File: src/rtl/core/indexed_sprite_alpha_blit_defines.svh
// ============================================================================
// Assertion macros
// Shared concurrent assertion forms for the sprite blitter RTL.
// ============================================================================
`ifndef INDEXED_SPRITE_ALPHA_BLIT_DEFINES_SVH
`define INDEXED_SPRITE_ALPHA_BLIT_DEFINES_SVH

// same-cycle implication, disabled during reset
`define ISAB_ASSERT_NOW(lbl, pre, post, msg) \
    lbl: assert property (@(posedge clk) disable iff (!rst_n) (pre) |-> (post)) \
        else $error(msg);

// next-cycle implication, disabled during reset
`define ISAB_ASSERT_NEXT(lbl, pre, post, msg) \
    lbl: assert property (@(posedge clk) disable iff (!rst_n) (pre) |=> (post)) \
        else $error(msg);

`endif

File: src/rtl/core/isab_pkg.sv
// ============================================================================
// isab_pkg
// Types and constants shared by the sprite blitter modules.
// ============================================================================
package isab_pkg;

    localparam int DEF_MAX_DIM   = 4096;
    localparam int DEF_ADDR_BITS = 24;

    localparam int QUEUE_DEPTH = 4;

    localparam logic [2:0] REG_ALPHA_MODE    = 3'd0;
    localparam logic [2:0] REG_SPRITE_WIDTH  = 3'd1;
    localparam logic [2:0] REG_SPRITE_HEIGHT = 3'd2;
    localparam logic [2:0] REG_FRAME_STRIDE  = 3'd3;
    localparam logic [2:0] REG_DEST_START    = 3'd4;

    localparam logic [4:0] OPAQUE_BITS = 5'd9;
    localparam logic [4:0] BYTE_BITS   = 5'd8;
    localparam logic [2:0] LAST_SLOT   = 3'd7;
    localparam logic [7:0] INDEX_MASK  = 8'hFF;

    typedef struct packed {
        logic        alpha_mode;
        logic [12:0] sprite_width;
        logic [12:0] sprite_height;
        logic [12:0] frame_stride;
        logic [23:0] dest_start;
    } cfg_t;

    typedef struct packed {
        logic [7:0] index;
        logic       we;
        logic       done;
        logic       last;
        logic       first;
        logic       eol;
    } token_t;

endpackage

File: src/rtl/core/isab_front.sv
// ============================================================================
// isab_front
// Byte intake and bit-stream parser; emits one pixel token per cycle while
// the queue has room and bits suffice, and tracks the sprite row and column.
// ============================================================================
`include "indexed_sprite_alpha_blit_defines.svh"

module isab_front
    import isab_pkg::*;
#(
    parameter int MAX_DIM = DEF_MAX_DIM
)
(
    input  logic       clk,
    input  logic       rst_n,
    input  cfg_t       cfg,
    input  logic       in_valid,
    output logic       in_ready,
    input  logic [7:0] bitmap_byte,
    output logic       tok_valid,
    input  logic       tok_ready,
    output token_t     tok
);

    localparam int DIM_BITS = $clog2(MAX_DIM);
    localparam int CW       = DIM_BITS + 1;

    logic [15:0]         buf_reg, buf_next;
    logic [4:0]          cnt_reg, cnt_next;
    logic [2:0]          n_reg, n_next;
    logic                act_reg, act_next;
    logic [DIM_BITS-1:0] col_reg, col_next;
    logic [DIM_BITS-1:0] row_reg, row_next;

    logic [CW-1:0] w_eff, h_eff, col_inc, row_inc;
    logic          eol, done, can, emit, last, accept, zero;
    logic [7:0]    t_idx;
    logic          t_we;
    logic [15:0]   pb, pb_d, post_buf;
    logic [4:0]    pc, pc_d, post_cnt;

    always_comb
    begin
        if (cfg.sprite_width == '0)
        begin
            w_eff = CW'(1);
        end
        else if (32'(cfg.sprite_width) > MAX_DIM)
        begin
            w_eff = CW'(MAX_DIM);
        end
        else
        begin
            w_eff = CW'(cfg.sprite_width);
        end
        if (cfg.sprite_height == '0)
        begin
            h_eff = CW'(1);
        end
        else if (32'(cfg.sprite_height) > MAX_DIM)
        begin
            h_eff = CW'(MAX_DIM);
        end
        else
        begin
            h_eff = CW'(cfg.sprite_height);
        end
    end

    assign col_inc = {1'b0, col_reg} + CW'(1);
    assign row_inc = {1'b0, row_reg} + CW'(1);
    assign eol     = col_inc >= w_eff;
    assign done    = eol && (row_inc >= h_eff);
    assign zero    = ~buf_reg[0];

    always_comb
    begin
        if (!cfg.alpha_mode)
        begin
            can   = act_reg;
            t_idx = buf_reg[7:0] & INDEX_MASK;
            t_we  = 1'b1;
            pb    = '0;
            pc    = '0;
        end
        else
        begin
            can = act_reg && (cnt_reg != '0) && (zero || (cnt_reg >= OPAQUE_BITS));
            if (zero)
            begin
                t_idx = '0;
                t_we  = 1'b0;
                pb    = buf_reg >> 1;
                pc    = cnt_reg - 5'd1;
            end
            else
            begin
                t_idx = buf_reg[8:1];
                t_we  = 1'b1;
                pb    = buf_reg >> OPAQUE_BITS;
                pc    = cnt_reg - OPAQUE_BITS;
            end
        end
    end

    assign emit = can && tok_ready;
    assign pb_d = done ? '0 : pb;
    assign pc_d = done ? '0 : pc;
    assign last = !cfg.alpha_mode || done || (n_reg == LAST_SLOT) || (pc_d == '0)
                  || (pb_d[0] && (pc_d < OPAQUE_BITS));

    assign post_buf = emit ? pb_d : buf_reg;
    assign post_cnt = emit ? pc_d : cnt_reg;

    assign in_ready = !act_reg || !can || (emit && last);
    assign accept   = in_valid && in_ready;

    assign tok_valid = can;
    always_comb
    begin
        tok.index = t_idx;
        tok.we    = t_we;
        tok.done  = done;
        tok.last  = last;
        tok.first = (col_reg == '0) && (row_reg == '0);
        tok.eol   = eol;
    end

    always_comb
    begin
        buf_next = post_buf;
        cnt_next = post_cnt;
        n_next   = n_reg;
        act_next = act_reg;
        if (accept)
        begin
            if (cfg.alpha_mode)
            begin
                buf_next = post_buf | (16'(bitmap_byte) << post_cnt[3:0]);
                cnt_next = post_cnt + BYTE_BITS;
            end
            else
            begin
                buf_next = {8'h00, bitmap_byte};
                cnt_next = '0;
            end
            n_next   = '0;
            act_next = 1'b1;
        end
        else if (emit)
        begin
            n_next   = n_reg + 3'd1;
            act_next = !last;
        end
        else if (act_reg && !can)
        begin
            act_next = 1'b0;
        end
    end

    always_comb
    begin
        col_next = col_reg;
        row_next = row_reg;
        if (emit)
        begin
            if (eol)
            begin
                col_next = '0;
                row_next = done ? '0 : row_inc[DIM_BITS-1:0];
            end
            else
            begin
                col_next = col_inc[DIM_BITS-1:0];
            end
        end
    end

    always_ff @(posedge clk or negedge rst_n)
    begin
        if (!rst_n)
        begin
            buf_reg <= '0;
            cnt_reg <= '0;
            n_reg   <= '0;
            act_reg <= 1'b0;
            col_reg <= '0;
            row_reg <= '0;
        end
        else
        begin
            buf_reg <= buf_next;
            cnt_reg <= cnt_next;
            n_reg   <= n_next;
            act_reg <= act_next;
            col_reg <= col_next;
            row_reg <= row_next;
        end
    end

    `ISAB_ASSERT_NEXT(a_byte_mode_ready, accept && !cfg.alpha_mode, act_reg && can, "byte mode load not emitting")
    `ISAB_ASSERT_NOW(a_done_at_row_end, tok_valid && tok.done, tok.eol && !(tok.first && !eol), "sprite end off row end")

endmodule

File: src/rtl/core/isab_queue.sv
// ============================================================================
// isab_queue
// Short token queue between the parser and the address unit.
// ============================================================================
`include "indexed_sprite_alpha_blit_defines.svh"

module isab_queue
    import isab_pkg::*;
(
    input  logic   clk,
    input  logic   rst_n,
    input  logic   push_valid,
    output logic   push_ready,
    input  token_t push_tok,
    output logic   pop_valid,
    input  logic   pop_ready,
    output token_t pop_tok
);

    localparam int PTR_BITS = $clog2(QUEUE_DEPTH);
    localparam int CNT_BITS = PTR_BITS + 1;

    token_t              mem [QUEUE_DEPTH];
    logic [PTR_BITS-1:0] wr_reg, wr_next;
    logic [PTR_BITS-1:0] rd_reg, rd_next;
    logic [CNT_BITS-1:0] count_reg, count_next;
    logic                push, pop;

    assign push_ready = count_reg != CNT_BITS'(QUEUE_DEPTH);
    assign pop_valid  = count_reg != '0;
    assign push       = push_valid && push_ready;
    assign pop        = pop_valid && pop_ready;
    assign pop_tok    = mem[rd_reg];

    always_comb
    begin
        wr_next    = push ? wr_reg + PTR_BITS'(1) : wr_reg;
        rd_next    = pop ? rd_reg + PTR_BITS'(1) : rd_reg;
        count_next = count_reg + CNT_BITS'(push) - CNT_BITS'(pop);
    end

    always_ff @(posedge clk)
    begin
        if (push)
        begin
            mem[wr_reg] <= push_tok;
        end
    end

    always_ff @(posedge clk or negedge rst_n)
    begin
        if (!rst_n)
        begin
            wr_reg    <= '0;
            rd_reg    <= '0;
            count_reg <= '0;
        end
        else
        begin
            wr_reg    <= wr_next;
            rd_reg    <= rd_next;
            count_reg <= count_next;
        end
    end

    `ISAB_ASSERT_NOW(a_count_bound, 1'b1, count_reg <= CNT_BITS'(QUEUE_DEPTH), "queue overfilled")
    `ISAB_ASSERT_NOW(a_ptr_gap, count_reg == '0, wr_reg == rd_reg, "queue pointers out of step")

endmodule

File: src/rtl/core/isab_back.sv
// ============================================================================
// isab_back
// Address unit: turns pixel tokens into framebuffer addresses and holds the
// result register of the output channel.
// ============================================================================
`include "indexed_sprite_alpha_blit_defines.svh"

module isab_back
    import isab_pkg::*;
#(
    parameter int ADDR_BITS = DEF_ADDR_BITS
)
(
    input  logic                 clk,
    input  logic                 rst_n,
    input  cfg_t                 cfg,
    input  logic                 tok_valid,
    output logic                 tok_ready,
    input  token_t               tok,
    output logic                 out_valid,
    input  logic                 out_ready,
    output logic [ADDR_BITS-1:0] pixel_address,
    output logic [7:0]           palette_index,
    output logic                 write_enable,
    output logic                 sprite_done,
    output logic                 last_of_run
);

    logic                 ov_reg, ov_next;
    logic [ADDR_BITS-1:0] addr_reg, cur_reg, rs_reg;
    logic [ADDR_BITS-1:0] dest_eff, addr, rs_eff, row_next_addr;
    logic [7:0]           idx_reg;
    logic                 we_reg, done_reg, last_reg;
    logic                 pop;

    assign dest_eff      = ADDR_BITS'(cfg.dest_start);
    assign tok_ready     = !ov_reg || out_ready;
    assign pop           = tok_valid && tok_ready;
    assign addr          = tok.first ? dest_eff : cur_reg;
    assign rs_eff        = tok.first ? dest_eff : rs_reg;
    assign row_next_addr = rs_eff + ADDR_BITS'(cfg.frame_stride);

    always_comb
    begin
        ov_next = ov_reg;
        if (pop)
        begin
            ov_next = 1'b1;
        end
        else if (out_ready)
        begin
            ov_next = 1'b0;
        end
    end

    always_ff @(posedge clk or negedge rst_n)
    begin
        if (!rst_n)
        begin
            ov_reg <= 1'b0;
        end
        else
        begin
            ov_reg <= ov_next;
        end
    end

    always_ff @(posedge clk)
    begin
        if (pop)
        begin
            addr_reg <= addr;
            idx_reg  <= tok.index;
            we_reg   <= tok.we;
            done_reg <= tok.done;
            last_reg <= tok.last;
            if (tok.eol)
            begin
                cur_reg <= row_next_addr;
                rs_reg  <= row_next_addr;
            end
            else
            begin
                cur_reg <= addr + ADDR_BITS'(1);
                rs_reg  <= rs_eff;
            end
        end
    end

    assign out_valid     = ov_reg;
    assign pixel_address = addr_reg;
    assign palette_index = idx_reg;
    assign write_enable  = we_reg;
    assign sprite_done   = done_reg;
    assign last_of_run   = last_reg;

    `ISAB_ASSERT_NEXT(a_first_addr, pop && tok.first, pixel_address == $past(dest_eff), "first pixel not at start")
    `ISAB_ASSERT_NOW(a_transparent_zero, out_valid && !write_enable, palette_index == '0, "transparent pixel with index")

endmodule

File: src/rtl/core/indexed_sprite_alpha_blit.sv
// ============================================================================
// indexed_sprite_alpha_blit
// Indexed sprite blitter with optional 1-bit alpha bit stream.
// ============================================================================
// Input channel (in_valid/in_ready, bitmap_byte): one sprite bitmap byte per
// transaction. Output channel (out_valid/out_ready): one pixel per
// transaction, row-major, with its framebuffer address, palette index, write
// enable (0 = transparent), sprite_done on the final pixel and last_of_run
// on the last pixel a byte produces.
// Configuration: write cfg_data to register cfg_index while cfg_write_en is
// high, only while the block is idle.
// The first pixel of a byte passes the bit buffer, the token queue and the
// output register before out_valid rises.
// Throughput: one pixel per cycle while the receiver keeps up and the bits
// suffice, set by the parser emitting one pixel per cycle. In byte mode one
// byte per cycle; in alpha mode a byte waits until the one before is parsed.
// A four-entry token queue sits between the parser and the address unit, and
// the output register lets the parser keep going while a result waits.
// When the receiver stalls, the queue fills and in_ready drops.
// Reset clears the bit buffer, the position counters, the queue and the
// registers to their defaults; the next byte starts a new sprite.
// ============================================================================
module indexed_sprite_alpha_blit
    import isab_pkg::*;
#(
    parameter int MAX_DIM   = DEF_MAX_DIM,
    parameter int ADDR_BITS = DEF_ADDR_BITS
)
(
    input  logic                 clk,
    input  logic                 rst_n,
    input  logic                 cfg_write_en,
    input  logic [2:0]           cfg_index,
    input  logic [23:0]          cfg_data,
    input  logic                 in_valid,
    output logic                 in_ready,
    input  logic [7:0]           bitmap_byte,
    output logic                 out_valid,
    input  logic                 out_ready,
    output logic [ADDR_BITS-1:0] pixel_address,
    output logic [7:0]           palette_index,
    output logic                 write_enable,
    output logic                 sprite_done,
    output logic                 last_of_run
);

    cfg_t   cfg_reg, cfg_next;
    logic   f_valid, f_ready, b_valid, b_ready;
    token_t f_tok, b_tok;

    always_comb
    begin
        cfg_next = cfg_reg;
        if (cfg_write_en)
        begin
            unique case (cfg_index)
                REG_ALPHA_MODE:    cfg_next.alpha_mode    = cfg_data[0];
                REG_SPRITE_WIDTH:  cfg_next.sprite_width  = cfg_data[12:0];
                REG_SPRITE_HEIGHT: cfg_next.sprite_height = cfg_data[12:0];
                REG_FRAME_STRIDE:  cfg_next.frame_stride  = cfg_data[12:0];
                REG_DEST_START:    cfg_next.dest_start    = cfg_data;
                default:           cfg_next = cfg_reg;
            endcase
        end
    end

    always_ff @(posedge clk or negedge rst_n)
    begin
        if (!rst_n)
        begin
            cfg_reg.alpha_mode    <= 1'b0;
            cfg_reg.sprite_width  <= 13'd1;
            cfg_reg.sprite_height <= 13'd1;
            cfg_reg.frame_stride  <= 13'd1;
            cfg_reg.dest_start    <= '0;
        end
        else
        begin
            cfg_reg <= cfg_next;
        end
    end

    isab_front #(
        .MAX_DIM (MAX_DIM)
    ) u_front (
        .clk         (clk),
        .rst_n       (rst_n),
        .cfg         (cfg_reg),
        .in_valid    (in_valid),
        .in_ready    (in_ready),
        .bitmap_byte (bitmap_byte),
        .tok_valid   (f_valid),
        .tok_ready   (f_ready),
        .tok         (f_tok)
    );

    isab_queue u_queue (
        .clk        (clk),
        .rst_n      (rst_n),
        .push_valid (f_valid),
        .push_ready (f_ready),
        .push_tok   (f_tok),
        .pop_valid  (b_valid),
        .pop_ready  (b_ready),
        .pop_tok    (b_tok)
    );

    isab_back #(
        .ADDR_BITS (ADDR_BITS)
    ) u_back (
        .clk           (clk),
        .rst_n         (rst_n),
        .cfg           (cfg_reg),
        .tok_valid     (b_valid),
        .tok_ready     (b_ready),
        .tok           (b_tok),
        .out_valid     (out_valid),
        .out_ready     (out_ready),
        .pixel_address (pixel_address),
        .palette_index (palette_index),
        .write_enable  (write_enable),
        .sprite_done   (sprite_done),
        .last_of_run   (last_of_run)
    );

endmodule
File: config.mk
export PLATFORM = sky130hd
export DESIGN_NAME = indexed_sprite_alpha_blit
export DESIGN_NICKNAME = d
export VERILOG_FILES = /design/src/rtl/core/isab_pkg.sv /design/src/rtl/core/isab_front.sv /design/src/rtl/core/isab_queue.sv /design/src/rtl/core/isab_back.sv /design/src/rtl/core/indexed_sprite_alpha_blit.sv
export VERILOG_INCLUDE_DIRS = /design/src /design/src/rtl/core
export SDC_FILE = /design/constraint.sdc
export NUM_CORES = 1
export LEC_CHECK = 0
export ABC_AREA = 1
export CAP_MARGIN = 20
export CORE_MARGIN = 2
export CORE_UTILIZATION = 25
export DETAILED_ROUTE_END_ITERATION = 16
export DONT_BUFFER_PORTS = 1
export GPL_ROUTABILITY_DRIVEN = 0
export RECOVER_POWER = 100
export SYNTH_ARGS = -nofsm -noshare
export SYNTH_HDL_FRONTEND = slang
export SYNTH_SLANG_ARGS = --single-unit
File: constraint.sdc
create_clock -name clk -period 4.4 [get_ports clk]
set_clock_uncertainty 0.2 [all_clocks]
set_input_delay 0.88 -clock clk [delete_from_list [all_inputs] [get_ports clk]]
set_output_delay 0.88 -clock clk [all_outputs]
set_load 0.005 [all_outputs]
# Yosys cells after proc, flatten, opt, wreduce, memory -nomap -nowiden
# Memories as Yosys holds them, arrays and structs flattened.
# Index checks and enable logic that the tools add are counted.
[word_totals]
ff_bits = 204
elab_cells = 126
memories = 1
mem_bits_rw = 52
[classes]
mux = 36
n_eq_ne = 6
bitwise_logic = 2
reduce_logical = 40
n_addsub = 12
n_lt_le_gt_ge = 6
n_shift = 1
[mem_list]
columns = ["memory", "words", "word_bits", "rd", "rd_ports_with_merged_regs", "wr", "line_no", "source"]
rows = [
  ["u_queue.mem", 4, 13, 1, 0, 1, "isab_queue.sv:23", "token_t mem [QUEUE_DEPTH];"],
]
[op_table]
columns = ["cell", "n"]
rows = [
  ["2-to-1 mux 24 bit", 4],
  ["2-to-1 mux 16 bit", 5],
  ["2-to-1 mux 13 bit", 4],
  ["2-to-1 mux 5 bit", 6],
  ["adder 12 x 1 -> 13 bit, second input constant", 2],
  [">= comparator 13 bit", 2],
  ["> comparator 13 bit, second input constant", 2],
  ["logical NOT 13 bit", 2],
  ["adder 24 x 1 -> 24 bit, second input constant", 1],
  ["adder 24 x 13 -> 24 bit", 1],
  ["logical NOT 12 bit", 2],
  ["2-to-1 mux 12 bit", 2],
  ["2-to-1 mux 8 bit", 2],
  ["bitwise OR 16 bit", 1],
  ["<< shifter 8 x 4 -> 16 bit", 1],
  ["2-to-1 mux 15 bit", 1],
  ["AND reduction 2 bit", 6],
  ["logical AND 1 bit", 10],
  ["2-to-1 mux 1 bit", 10],
  ["logical OR 1 bit", 8],
  ["== test 3 x 2 -> 1 bit, second input constant", 2],
  ["== test 3 bit, second input constant", 2],
  ["2-to-1 mux 3 bit", 2],
  ["nonzero test 3 bit", 2],
  ["other kinds (17)", 23],
]

# Depth between registers and ports, before layout
# Gate-level depths: netlist of run 1.
[logic_depth]
depth_word = 13
depth_mapped = 29

# By module
# Synthesis of run 1 repeated with hierarchy kept, for this count alone.
[hier_totals]
hier_cells = 1856
area_unflattened_um2 = 15013.1
[by_module_without_submodules]
columns = ["module", "area_each_um2", "instances", "seq_area_each_um2", "cells_per_inst"]
rows = [
  ["isab_back", 5431.5, 1, 2517.4, 679],
  ["isab_front", 4426.7, 1, 1226.2, 666],
  ["indexed_sprite_alpha_blit", 2631.3, 1, 1605.3, 290],
  ["isab_queue", 2523.7, 1, 1736.7, 221],
]

# Worst setup path before layout of run 1
# No wires, ideal clock.
[synth_path]
path_kind = "in2reg"
startpoint = "input out_ready"
endpoint = "register u_queue.count_reg[2]"
setup_slack_ps = 165
stages = 10
arrival_ps = 3913
path_cell_list = "nor2_1 > inv_1 > o31ai_1 > inv_1 > ha_1 > inv_1 > ha_1 > inv_1 > fa_1 > xnor2_1"
[synth_via]
elab_chain_cells = 3
[synth_lines]
columns = ["item", "line_no", "source"]
rows = [
  ["start, declared", "indexed_sprite_alpha_blit.sv:39", "input logic out_ready,"],
  ["logical OR 1 bit", "isab_back.sv:37", "assign tok_ready = !ov_reg || out_ready;"],
  ["logical AND 1 bit", "isab_queue.sv:32", "assign pop = pop_valid && pop_ready;"],
  ["subtractor 3 x 1 -> 3 bit", "isab_queue.sv:39", "count_next = count_reg + CNT_BITS'(push) - CNT_BITS'(pop);"],
  ["named net u_queue.count_next[2]", "isab_queue.sv:26", "logic [CNT_BITS-1:0] count_reg, count_next;"],
  ["end signal, assigned", "isab_queue.sv:62", "count_reg <= count_next;"],
  ["end, declared", "isab_queue.sv:26", ""],
]
# The timed path passes the listed nets, and every way through them passes these cells.
# A chain may end at the register's enable or synchronous reset.

==> results of run 1 <==
## routing by layer
layer  routed length (um)  part of all wire [%]  GRT usage, %
met5                    0                     0             0
met4                  893                   2.6          3.44
met3                 1790                   5.2          2.27
met2                16000                    46          19.5
met1                15900                    46          16.2
## cell type report
cell class                      instances  area share (%)
Sequential cell                       256            43.3
Multi-Input combinational cell       1093            36.8
Clock inverter                         16            1.27
Tap cell                              748            5.72
Inverter                              191            4.42
Timing Repair Buffer                   73            3.35
Clock buffer                           37            5.07
## worst max-delay path: cells and delay by family, from the launching register on
kind	cells	cell delay, ns
compound gates	3	0.32
xor+xnor	1	0.21
fa+ha+maj	2	0.47
buf+inv	1	0.12
flops	1	0.39
simple gates	14	1.37
## repair_timing
action                     CTS  global route
setup endpoints to repair    1            36
pin swaps                   21            23
hold endpoints to repair   118             0
gates resized for setup     25            40
cloned                       1             0
setup buffers               25            12
hold buffers                 2             0
## kinds of logic after synthesis
kind of cell | share of synthesized area, %
compound gates | 12.5
fa+ha+maj | 5.14
xor+xnor | 2.42
simple gates | 21.1
buf+inv | 7.14
flops | 50.8
mux | 0.889
## layout by cell type (no fill, tap or decap), drive strengths merged, types with 4 or more instances in the layout
cell	synthesis	routed
nand2	384	385
o21ai	213	213
inv	191	194
edfxtp	135	135
nand3	131	131
dfrtp	118	118
nor2	118	118
buf	22	66
ha	54	54
a21oi	51	51
clkbuf	30	43
xor2	25	25
o22ai	21	21
nor3	14	14
nand4	13	13
xnor2	11	11
mux2	11	11
nor4	8	8
a31oi	7	7
or2	6	6
clkinv	0	6
a21boi	5	5
o21bai	4	4
bufinv	0	4
## synthesized netlist by cell type, drive strengths merged (7+ instances only)
master	instances
a21oi	51
a31oi	7
buf	22
clkbuf	30
dfrtp	118
edfxtp	135
ha	54
inv	191
mux2	11
nand2	384
nand3	131
nand4	13
nor2	118
nor3	14
nor4	8
o21ai	213
o22ai	21
xnor2	11
xor2	25
## through the flow
step	cells	setup TNS [ns]	area, um^2	hold WS (ns)
finish	2414	-0.458	16400	0.262
global route	2414	-1.77	16400	0.244
CTS	2402	-0.149	16200	0.0822
detailed placement	2321	-0.0137	14900	0.283
global placement	2321	0	14900	0.275
floorplan	1591	0	13900	0.253
## path summary, 6_finish.rpt
path / depth (start not counted) / slack [ns] / endpoint / start
min in group asynchronous: 1 / 0.85 / cfg_reg[24] / rst_n
min reg2reg: 2 / 0.29 / cfg_reg[4] / cfg_reg[4]
max reg2reg: 30 / -0.09 / u_queue.mem[2][2] / u_front.col_reg[0]
max in group asynchronous: 1 / 1.08 / cfg_reg[35] / rst_n
min: 2 / 0.26 / u_front.act_reg / in_valid
max: 21 / -0.1 / in_ready / u_front.col_reg[0]
## power by group through the flow
stage	clock network (W)	registers, W	logic (W)
after floorplan	0	0.00415	0.00448
after global placement	0	0.00428	0.00568
after detailed placement	0	0.00431	0.00580
after CTS	0.00265	0.00427	0.00609
after global routing	0.00275	0.00436	0.00694
final	0.00259	0.00425	0.00607
==> load_flow_metrics.sql, run 1 <==
INSERT INTO impl_metrics (metric_group, metric, value, unit) VALUES
('status', 'status', 'complete, but fails checks', ''),
('status', 'violated_checks', 'capacitance limit, slew limit, setup timing', ''),
('power_and_ir_drop', 'p_seq_share', '32.9', '%'),
('power_and_ir_drop', 'power.switching_fraction', '42.7', '%'),
('clock_network', 'cts_inserted_buffers', '29', ''),
('yosys', 'netlist_top_cells_area', 'sky130_fd_sc_hd__edfxtp_1 (29%), sky130_fd_sc_hd__dfrtp_1 (21%), sky130_fd_sc_hd__nand2_1 (9.9%), sky130_fd_sc_hd__o21ai_0 (6.2%), sky130_fd_sc_hd__inv_1 (5.0%)', ''),
('die', 'design.portCount', '77', ''),
('timing', 'final-setup-viol-count', '5', ''),
('yosys', 'synth_seq_area_share', '50.8', '%'),
('route', 'detail-route-antenna-nets', '0', ''),
('die', 'area_of_the_die', '57600', 'um^2'),
('yosys', 'mappedNetlistArea', '13900', 'um^2'),
('die', 'fp.dieH', '240', 'um'),
('global_routing', 'antenna_found_initial', '0', ''),
('power_and_ir_drop', 'p_leak', '7.09', 'nW'),
('power_and_ir_drop', 'cellInternalPower', '0.00740', 'W'),
('critical_path', 'critical_path.cell_chain', 'buf_6, ha_4, nand3_4, nor2_2, nand2_2, nor2_4, nand4_1, xor2_1, ha_1, a21oi_2, o21ai_1, nor2_2, nand3_4, nand2_4, o21ai_2, nand2_1, nand2_1, nand2_1, nand2_2, nand2_4, nand2_4', ''),
('timing', 'timing.final.crit_share', '102', '%'),
('timing', 'finalMaxSlewViolations', '154', ''),
('place', 'place_worst_setup_slack', '-0.0137', 'ns'),
('layout', 'fillCellCount', '5828', ''),
('route', 'firstDrtPassIters', '7', ''),
('yosys', 'synthesis.nets', '1687', ''),
('clock_network', 'clk_path_buf_depth', '3', ''),
('critical_path', 'timing.critical_path.arrival', '3.42', 'ns'),
('layout', 'layout.area.seq', '7090', 'um^2'),
('clock_network', 'clock_latency_on_the_worst_skew_pair', '0.55', 'ns'),
('yosys', 'share_of_synthesized_flip_flops_with_an_asynchronous_set_or_reset', '47.3', '%'),
('global_routing', 'first_global_vias', '10600', ''),
('yosys', 'number_of_enable_type_register_cells_in_the_synthesized_netlist', '135', ''),
('layout', 'layout-drive-gt1-share', '13.7', '%'),
('route', 'detailedRoute.firstIterationViolations', '769', ''),
('critical_path', 'cp_data_required_time', '3.32', 'ns'),
('power_and_ir_drop', 'total_power', '0.0129', 'W'),
('yosys', 'synth.lib_cells_used.distinct', '55', ''),
('timing', 'worst_slew_pin_slew', '3.09', 'ns'),
('power_and_ir_drop', 'clockPowerShare', '20.0', '%'),
('die', 'floorplan.core_area', '55100', 'um^2'),
('power_and_ir_drop', 'pwr-share-comb', '47.0', '%'),
('layout', 'final_core_util', '29.7', '%'),
('route', 'detail_route.vias_per_cell', '4.51', ''),
('power_and_ir_drop', 'cell_pwr_density', '789', 'nW/um^2'),
('timing', 'finalHoldViolations', '0', ''),
('critical_path', 'worst_path_max_delay_cell', 'sky130_fd_sc_hd__dfrtp_1', ''),
('critical_path', 'worstSetupEndpointType', 'primary output', ''),
('global_routing', 'grt_first_pass_wirelength', '55.7', 'mm'),
('clock_network', 'cts.sinks', '256', ''),
('global_routing', 'gr-usage-all-layers', '12.0', '%'),
('critical_path', 'criticalPathCategory', 'reg -> out', ''),
('run', 'maxCapViolations', '2', ''),
('layout', 'largest_register_ffs', '64', ''),
('route', 'routed_vias', '10900', ''),
('critical_path', 'cp_max_fo', '5', ''),
('timing', 'fin_crit', '4.50', 'ns'),
('clock_network', 'clkSlewWorstSetupHoldPaths', '0.06', 'ns'),
('clock_network', 'clock_tree_from_tritoncts', 'done', ''),
('clock_network', 'root_buffer', 'sky130_fd_sc_hd__clkbuf_16', ''),
('yosys', 'postSynthAreaPerCell', '8.76', 'um^2'),
('global_routing', 'global_route.overflow_total', '0', ''),
('yosys', 'ys_dominant_reg_cell', 'sky130_fd_sc_hd__edfxtp_1', ''),
('timing', 'finalWorstSetupSlack', '-0.0997', 'ns'),
('critical_path', 'slowest_delay', '0.39', 'ns'),
('global_routing', 'maximum_number_of_pins_on_one_net_before_global_route_repair', '119', ''),
('die', 'initial_utilization', '25.3', '%'),
('yosys', 'ys_warn_count', '0', ''),
('power_and_ir_drop', 'power.net_switching', '0.00550', 'W'),
('route', 'totalWireLength', '34.6', 'mm'),
('yosys', 'synth_top_area_share', '29.1', '%'),
('die', 'chipWidth', '240', 'um'),
('route', 'remaining_drc_errors', '0', ''),
('timing', 'clock.fmax', '222', 'MHz');
Power figures use the tool's default switching activity.
==> run 2, diff against run 1 <==
--- a/config.mk
+++ b/config.mk
@@ -8,6 +8,7 @@
 export LEC_CHECK = 0
 export ABC_AREA = 1
 export CAP_MARGIN = 20
+export CORE_ASPECT_RATIO = 0.5
 export CORE_MARGIN = 2
 export CORE_UTILIZATION = 25
 export DETAILED_ROUTE_END_ITERATION = 16
==> run 2 against run 1 <==
Against the previous run: the flow still finishes with violations (capacitance limit, slew limit, setup timing); clock-buffer cell count fell by 5; non-clock buffer count fell by 17; utilization fell by 0.75 points; flip-flop and latch count did not move; cell count fell by 0.50%; worst hold slack got worse by 0.011 ns; critical path depth rose by 2; final area fell by 2.1%.
==> load_flow_metrics.sql, run 2 (synthesized netlist as in run 1, its figures left out) <==
INSERT INTO impl_metrics (metric_group, metric, value, unit) VALUES
('place', 'portBuffers', '0', ''),
('power_and_ir_drop', 'worst_ir_drop_vdd', '0.364', 'mV'),
('layout', 'largest_register_ffs', '64', ''),
('timing', 'finalHoldViolations', '0', ''),
('die', 'floorplan.core_area', '55300', 'um^2'),
('die', 'initial_utilization', '25.2', '%'),
('critical_path', 'r2r_cells', '20', ''),
('layout', 'most_common_library_cell_in_the_layout_ignoring_fill_and_taps', 'sky130_fd_sc_hd__nand2_1', ''),
('route', 'routed_vias', '10800', ''),
('die', 'design.portCount', '77', ''),
('critical_path', 'timing.critical_path.arrival', '3.50', 'ns'),
('critical_path', 'cp_max_fo', '5', ''),
('clock_network', 'clkSlewWorstSetupHoldPaths', '0.07', 'ns'),
('global_routing', 'maximum_number_of_pins_on_one_net_before_global_route_repair', '121', ''),
('clock_network', 'clock_latency_on_the_worst_skew_pair', '0.56', 'ns'),
('worst_hold_path', 'hold_path_depth', '2', ''),
('power_and_ir_drop', 'cell_pwr_density', '782', 'nW/um^2'),
('layout', 'insertedDiodeCount', '0', ''),
('timing', 'finalWorstSetupSlack', '-0.183', 'ns'),
('timing', 'final_hold_slack', '0.251', 'ns'),
('critical_path', 'criticalPathCategory', 'reg -> out', ''),
('status', 'status', 'complete, but fails checks', ''),
('timing', 'finalMaxSlewViolations', '187', ''),
('route', 'remaining_drc_errors', '0', ''),
('clock_network', 'h-tree-depth', '1', ''),
('worst_hold_path', 'min_path_type', 'in -> reg', ''),
('global_routing', 'global_route.overflow_total', '0', ''),
('route', 'detail_route.vias_per_cell', '4.50', ''),
('timing', 'slew_headroom', '-117', '%'),
('layout', 'layout_nets', '1721', ''),
('layout', 'fillCellCount', '5815', ''),
('layout', 'synth_to_final_area_change', '14.9', '%'),
('route', 'totalWireLength', '33.8', 'mm'),
('critical_path', 'critical_path.startpoint_type', 'flop', ''),
('route', 'detail-route-antenna-nets', '0', ''),
('layout', 'final_core_util', '28.9', '%'),
('die', 'rows', '61', ''),
('timing', 'clock.fmax', '218', 'MHz'),
('layout', 'layout-drive-gt1-share', '12.1', '%'),
('timing', 'grt_setup_unrepaired', 'true', ''),
('layout', 'layout_common_cells', 'sky130_fd_sc_hd__nand2_1 (361), sky130_fd_sc_hd__o21ai_0 (187), sky130_fd_sc_hd__inv_1 (182), sky130_fd_sc_hd__edfxtp_1 (135), sky130_fd_sc_hd__nand3_1 (123)', ''),
('route', 'routed_wire_length_per_instance', '14.1', 'um'),
('place', 'post-dp-hpwl', '23.3', 'mm'),
('timing', 'fin_crit', '4.58', 'ns'),
('run', 'maxCapViolations', '3', ''),
('clock_network', 'clock_tree_from_tritoncts', 'done', ''),
('layout', 'layout.area.seq', '7090', 'um^2'),
('clock_network', 'root_buffer', 'sky130_fd_sc_hd__clkbuf_16', ''),
('timing', 'final-setup-viol-count', '1', ''),
('global_routing', 'first_global_vias', '10200', ''),
('clock_network', 'cts_inserted_buffers', '27', ''),
('route', 'firstDrtPassIters', '5', ''),
('clock_network', 'cts.sinks', '256', ''),
('power_and_ir_drop', 'p_leak', '6.93', 'nW'),
('timing', 'worst_slew_pin_slew', '3.25', 'ns'),
('critical_path', 'worstSetupEndpointType', 'primary output', ''),
('global_routing', 'antenna_found_initial', '0', ''),
('global_routing', 'grt_first_pass_wirelength', '54.3', 'mm'),
('global_routing', 'gr-usage-all-layers', '11.5', '%'),
('die', 'fp.dieH', '171', 'um'),
('route', 'detailedRoute.firstIterationViolations', '773', ''),
('timing', 'timing.final.crit_share', '104', '%'),
('die', 'area_of_the_die', '57800', 'um^2'),
('status', 'violated_checks', 'capacitance limit, slew limit, setup timing', ''),
('die', 'chipWidth', '338', 'um'),
('layout', 'multi_input_area', '5940', 'um^2'),
('clock_network', 'clk_path_buf_depth', '3', ''),
('critical_path', 'cp_data_required_time', '3.32', 'ns');
## run 2: routing by layer
metal / GRT usage (%) / wire length [um] / up-vias
li1: - / - / 5400
met4: 2.82 / 740 / 0
met3: 1.61 / 1290 / 53
met5: 0 / 0 / -
met1: 15.8 / 16100 / 5130
met2: 19.2 / 15700 / 224
## run 2: worst max-delay path: stages, from the launching register on
cell,delay [ns]
sky130_fd_sc_hd__dfrtp_1,0.37
sky130_fd_sc_hd__inv_2,0.06
sky130_fd_sc_hd__nor3_4,0.20
sky130_fd_sc_hd__nand3_2,0.10
sky130_fd_sc_hd__nor2_1,0.09
sky130_fd_sc_hd__nand2_1,0.08
sky130_fd_sc_hd__nor3_2,0.15
sky130_fd_sc_hd__nand3_1,0.16
sky130_fd_sc_hd__xor2_2,0.22
sky130_fd_sc_hd__ha_1,0.33
sky130_fd_sc_hd__nand2_2,0.11
sky130_fd_sc_hd__nor2_4,0.05
sky130_fd_sc_hd__nand2_2,0.06
sky130_fd_sc_hd__nor2_1,0.04
sky130_fd_sc_hd__nor2_1,0.12
sky130_fd_sc_hd__nand3_2,0.17
sky130_fd_sc_hd__nand2_4,0.16
sky130_fd_sc_hd__o21ai_2,0.08
sky130_fd_sc_hd__nand2_2,0.06
sky130_fd_sc_hd__nand2_1,0.04
sky130_fd_sc_hd__nand2_1,0.07
sky130_fd_sc_hd__nand2_2,0.06
sky130_fd_sc_hd__nand2_2,0.09
sky130_fd_sc_hd__nand2_4,0.08
## run 2: power breakdown
part / total, W / switching, W / internal (W)
Combinational: 0.00599 / 0.00409 / 0.00190
Sequential: 0.00423 / 0.000412 / 0.00382
Clock: 0.00230 / 0.00101 / 0.00129
## run 2: layout make-up
class                           instances  area share (%)
Multi-Input combinational cell       1093            37.1
Sequential cell                       256            44.3
Inverter                              191            4.49
Clock buffer                           32            4.66
Tap cell                              756            5.91
Clock inverter                         18           0.969
Timing Repair Buffer                   56            2.58
## run 2: final timing paths
check	slack [ns]	from	endpoint
worst max-delay path	-0.18	u_front.col_reg[1]	in_ready
worst min-delay path	0.25	bitmap_byte[6]	u_front.buf_reg[6]
worst max register to register	0.28	u_queue.rd_reg[0]	u_back.rs_reg[23]
worst min register to register	0.29	cfg_reg[5]	cfg_reg[5]
max in group asynchronous	0.75	rst_n	u_front.row_reg[3]
min in group asynchronous	0.76	rst_n	cfg_reg[37]
## run 2: stage by stage
stage	TNS [ns]	power [W]	cells	setup slack [ns]	area, um^2
final	-0.183	0.0125	2402	-0.183	16000
after CTS	-0.158	0.0126	2391	-0.158	16000
after global placement	0	0.0101	2331	0.172	14900
after floorplan	0	0.00863	1591	0.165	13900
after global routing	-1.51	0.0136	2402	-0.417	16000
after detailed placement	0	0.0102	2331	0.0608	14900
## run 2: repair_timing
action,in CTS,in global routing
gates resized for setup,20,23
pin swaps,16,19
cloned,1,0
endpoints found under the hold margin,120,0
hold buffers,2,0
buffers inserted,7,11
endpoints found under the setup margin,1,28
==> run 3, diff against run 2 <==
--- a/config.mk
+++ b/config.mk
@@ -10,11 +10,12 @@
 export CAP_MARGIN = 20
 export CORE_ASPECT_RATIO = 0.5
 export CORE_MARGIN = 2
-export CORE_UTILIZATION = 25
+export CORE_UTILIZATION = 43
 export DETAILED_ROUTE_END_ITERATION = 16
 export DONT_BUFFER_PORTS = 1
 export GPL_ROUTABILITY_DRIVEN = 0
 export RECOVER_POWER = 100
+export SETUP_SLACK_MARGIN = 0.1
 export SYNTH_ARGS = -nofsm -noshare
 export SYNTH_HDL_FRONTEND = slang
 export SYNTH_SLANG_ARGS = --single-unit
==> run 3 against run 2 <==
Against the previous run: largest power group unchanged; sequential power is essentially flat; via count grew 0.59%; cell count shrank 14%; highest routed layer unchanged; total power shrank 1.8%; the run still ends with capacitance limit, slew limit, setup timing left; first-iteration DRC count grew 29%.
==> load_flow_metrics.sql, run 3 (synthesized netlist as in run 1, its figures left out) <==
INSERT INTO impl_metrics (metric_group, metric, value, unit) VALUES
('timing', 'grt_setup_unrepaired', 'true', ''),
('layout', 'multi_input_area', '5970', 'um^2'),
('layout', 'most_common_library_cell_in_the_layout_ignoring_fill_and_taps', 'sky130_fd_sc_hd__nand2_1', ''),
('die', 'chipWidth', '259', 'um'),
('route', 'detail-route-antenna-nets', '0', ''),
('critical_path', 'criticalPathCategory', 'reg -> out', ''),
('clock_network', 'clk_path_buf_depth', '3', ''),
('clock_network', 'clock_latency_on_the_worst_skew_pair', '0.53', 'ns'),
('timing', 'finalHoldViolations', '0', ''),
('die', 'area_of_the_die', '34000', 'um^2'),
('power_and_ir_drop', 'power.net_switching', '0.00540', 'W'),
('status', 'violated_checks', 'capacitance limit, slew limit, setup timing', ''),
('critical_path', 'r2r_cells', '13', ''),
('timing', 'worst_slew_pin_slew', '3.11', 'ns'),
('timing', 'slew_headroom', '-107', '%'),
('die', 'design.portCount', '77', ''),
('clock_network', 'h-tree-depth', '1', ''),
('layout', 'synth_to_final_area_change', '11.0', '%'),
('global_routing', 'first_global_vias', '10600', ''),
('place', 'portBuffers', '0', ''),
('die', 'fp.dieH', '131', 'um'),
('clock_network', 'clkSlewWorstSetupHoldPaths', '0.06', 'ns'),
('layout', 'fillCellCount', '3010', ''),
('power_and_ir_drop', 'cell_pwr_density', '795', 'nW/um^2'),
('layout', 'final_cell_area', '15500', 'um^2'),
('route', 'routed_wire_length_per_instance', '15.9', 'um'),
('status', 'status', 'complete, but fails checks', ''),
('layout', 'largest_register_ffs', '64', ''),
('worst_hold_path', 'timing.hold.worst.start', 'in_valid', ''),
('layout', 'layout_nets', '1710', ''),
('clock_network', 'clock_tree_from_tritoncts', 'done', ''),
('layout', 'layout.area.seq', '7090', 'um^2'),
('worst_hold_path', 'hold_path_depth', '2', ''),
('route', 'detailedRoute.firstIterationViolations', '999', ''),
('power_and_ir_drop', 'p_leak', '6.83', 'nW'),
('timing', 'clock.fmax', '221', 'MHz'),
('place', 'placed_cell_area', '14400', 'um^2'),
('global_routing', 'grt_first_pass_wirelength', '53.8', 'mm'),
('route', 'totalWireLength', '32.8', 'mm'),
('timing', 'final_hold_slack', '0.283', 'ns'),
('clock_network', 'cts_inserted_buffers', '24', ''),
('worst_hold_path', 'end_point_of_the_worst_hold_path', 'u_front.act_reg', ''),
('die', 'initial_utilization', '43.9', '%'),
('global_routing', 'gr-usage-all-layers', '19.3', '%'),
('power_and_ir_drop', 'cellInternalPower', '0.00689', 'W'),
('route', 'detail_route.vias_per_cell', '5.27', ''),
('power_and_ir_drop', 'pwr-share-comb', '48.4', '%'),
('timing', 'final-setup-viol-count', '1', ''),
('critical_path', 'r2r_end', 'u_back.rs_reg[23]', ''),
('power_and_ir_drop', 'power.switching_fraction', '43.9', '%'),
('place', 'dpl.cell_count', '2001', ''),
('global_routing', 'maximum_number_of_pins_on_one_net_before_global_route_repair', '119', ''),
('layout', 'insertedDiodeCount', '0', ''),
('clock_network', 'root_buffer', 'sky130_fd_sc_hd__clkbuf_16', ''),
('critical_path', 'worstSetupEndpointType', 'primary output', ''),
('layout', 'final_cells', '2064', ''),
('die', 'floorplan.core_area', '31800', 'um^2'),
('layout', 'layout-drive-gt1-share', '11.0', '%'),
('timing', 'fin_crit', '4.53', 'ns'),
('place', 'post-dp-hpwl', '22.6', 'mm'),
('power_and_ir_drop', 'clockPowerShare', '17.1', '%'),
('critical_path', 'cp_data_required_time', '3.32', 'ns'),
('critical_path', 'critical_path.startpoint_type', 'flop', ''),
('critical_path', 'cp_max_fo', '5', ''),
('run', 'maxCapViolations', '2', ''),
('critical_path', 'timing.critical_path.arrival', '3.45', 'ns'),
('timing', 'finalWorstSetupSlack', '-0.130', 'ns'),
('clock_network', 'cts.sinks', '256', ''),
('route', 'routed_vias', '10900', ''),
('critical_path', 'worstReg2RegStart', 'u_queue.rd_reg[0]', ''),
('route', 'remaining_drc_errors', '0', ''),
('power_and_ir_drop', 'p_seq_share', '34.5', '%'),
('timing', 'finalMaxSlewViolations', '157', ''),
('die', 'rows', '46', ''),
('global_routing', 'global_route.overflow_total', '0', ''),
('critical_path', 'rrSetupSlack', '0.29', 'ns'),
('route', 'firstDrtPassIters', '5', ''),
('worst_hold_path', 'min_path_type', 'in -> reg', ''),
('layout', 'layout_common_cells', 'sky130_fd_sc_hd__nand2_1 (361), sky130_fd_sc_hd__o21ai_0 (189), sky130_fd_sc_hd__inv_1 (182), sky130_fd_sc_hd__edfxtp_1 (135), sky130_fd_sc_hd__nand3_1 (122)', ''),
('power_and_ir_drop', 'worst_ir_drop_vdd', '0.340', 'mV'),
('timing', 'timing.final.crit_share', '103', '%'),
('global_routing', 'antenna_found_initial', '0', '');
## run 3: cell type report
cell class | instances | area share (%)
sequential | 256 | 45.8
multi-input combinational | 1093 | 38.6
clock inverter | 8 | 0.396
tap | 432 | 3.49
timing repair buffer | 48 | 2.28
inverter | 191 | 4.68
clock buffer | 36 | 4.72
## run 3: power groups by stage
| stage | sequential, W | clock [W] | combinational, W |
|---|---|---|---|
| after CTS | 0.00424 | 0.00215 | 0.00593 |
| after detailed placement | 0.00429 | 0 | 0.00581 |
| final | 0.00424 | 0.00211 | 0.00595 |
| after global routing | 0.00434 | 0.00225 | 0.00676 |
| after floorplan | 0.00415 | 0 | 0.00448 |
| after global placement | 0.00426 | 0 | 0.00566 |
## run 3: how the worst max path moves through the flow
stage / start / to / slack (ns) / depth (start not counted)
floorplan: out_ready / u_queue.count_reg[2] / 0.16 / 10
global placement: u_front.col_reg[0] / in_ready / 0.11 / 23
detailed placement: u_front.col_reg[0] / in_ready / -0.06 / 23
CTS: u_front.col_reg[0] / in_ready / -0.13 / 22
global route: u_front.col_reg[0] / in_ready / -0.34 / 23
finish: u_front.col_reg[0] / in_ready / -0.13 / 23
## run 3: per-stage QoR
| stage | setup WS, ns | utilization, % | setup TNS [ns] | total power (W) |
|---|---|---|---|---|
| detailed placement | -0.0625 | 45.4 | -0.0625 | 0.0101 |
| floorplan | 0.165 | - | 0 | 0.00863 |
| global route | -0.340 | 48.7 | -0.576 | 0.0133 |
| global placement | 0.115 | 45.4 | 0 | 0.00991 |
| finish | -0.130 | 48.7 | -0.130 | 0.0123 |
| CTS | -0.127 | 48.5 | -0.127 | 0.0123 |
## run 3: what timing repair did
action | in CTS | in global routing
gates cloned | 0 | 1
buffers inserted | 9 | 7
endpoints found under the setup margin | 19 | 32
hold endpoints to repair | 118 | 0
resized for setup | 17 | 29
hold buffers | 2 | 0
pin swaps | 13 | 19
## run 3: per-layer routing
metal,track usage [%],up-vias,wire length [um]
met1,25.2,5168,14900
met5,0,-,0
met3,3.09,56,1320
met4,5.46,0,847
met2,33.0,269,15700
li1,-,5378,-
## run 3: critical path: stages, from the launching register on
cell and delay (ns):
sky130_fd_sc_hd__dfrtp_2 0.42, sky130_fd_sc_hd__inv_2 0.07, sky130_fd_sc_hd__nor3_4 0.22, sky130_fd_sc_hd__nand3_2 0.10
sky130_fd_sc_hd__nor2_1 0.12, sky130_fd_sc_hd__nand2_1 0.08, sky130_fd_sc_hd__nor3_2 0.16, sky130_fd_sc_hd__nand3_2 0.12
sky130_fd_sc_hd__xor2_2 0.20, sky130_fd_sc_hd__ha_1 0.29, sky130_fd_sc_hd__nand2_2 0.09, sky130_fd_sc_hd__nor2_4 0.05
sky130_fd_sc_hd__nand2_2 0.06, sky130_fd_sc_hd__nor2_2 0.04, sky130_fd_sc_hd__nor2_1 0.13, sky130_fd_sc_hd__nand3_2 0.17
sky130_fd_sc_hd__nand2_4 0.16, sky130_fd_sc_hd__nand3_2 0.08, sky130_fd_sc_hd__nand2_1 0.08, sky130_fd_sc_hd__inv_1 0.04
sky130_fd_sc_hd__nand2_1 0.06, sky130_fd_sc_hd__nand2_2 0.06, sky130_fd_sc_hd__nand2_2 0.09, sky130_fd_sc_hd__nand2_4 0.07
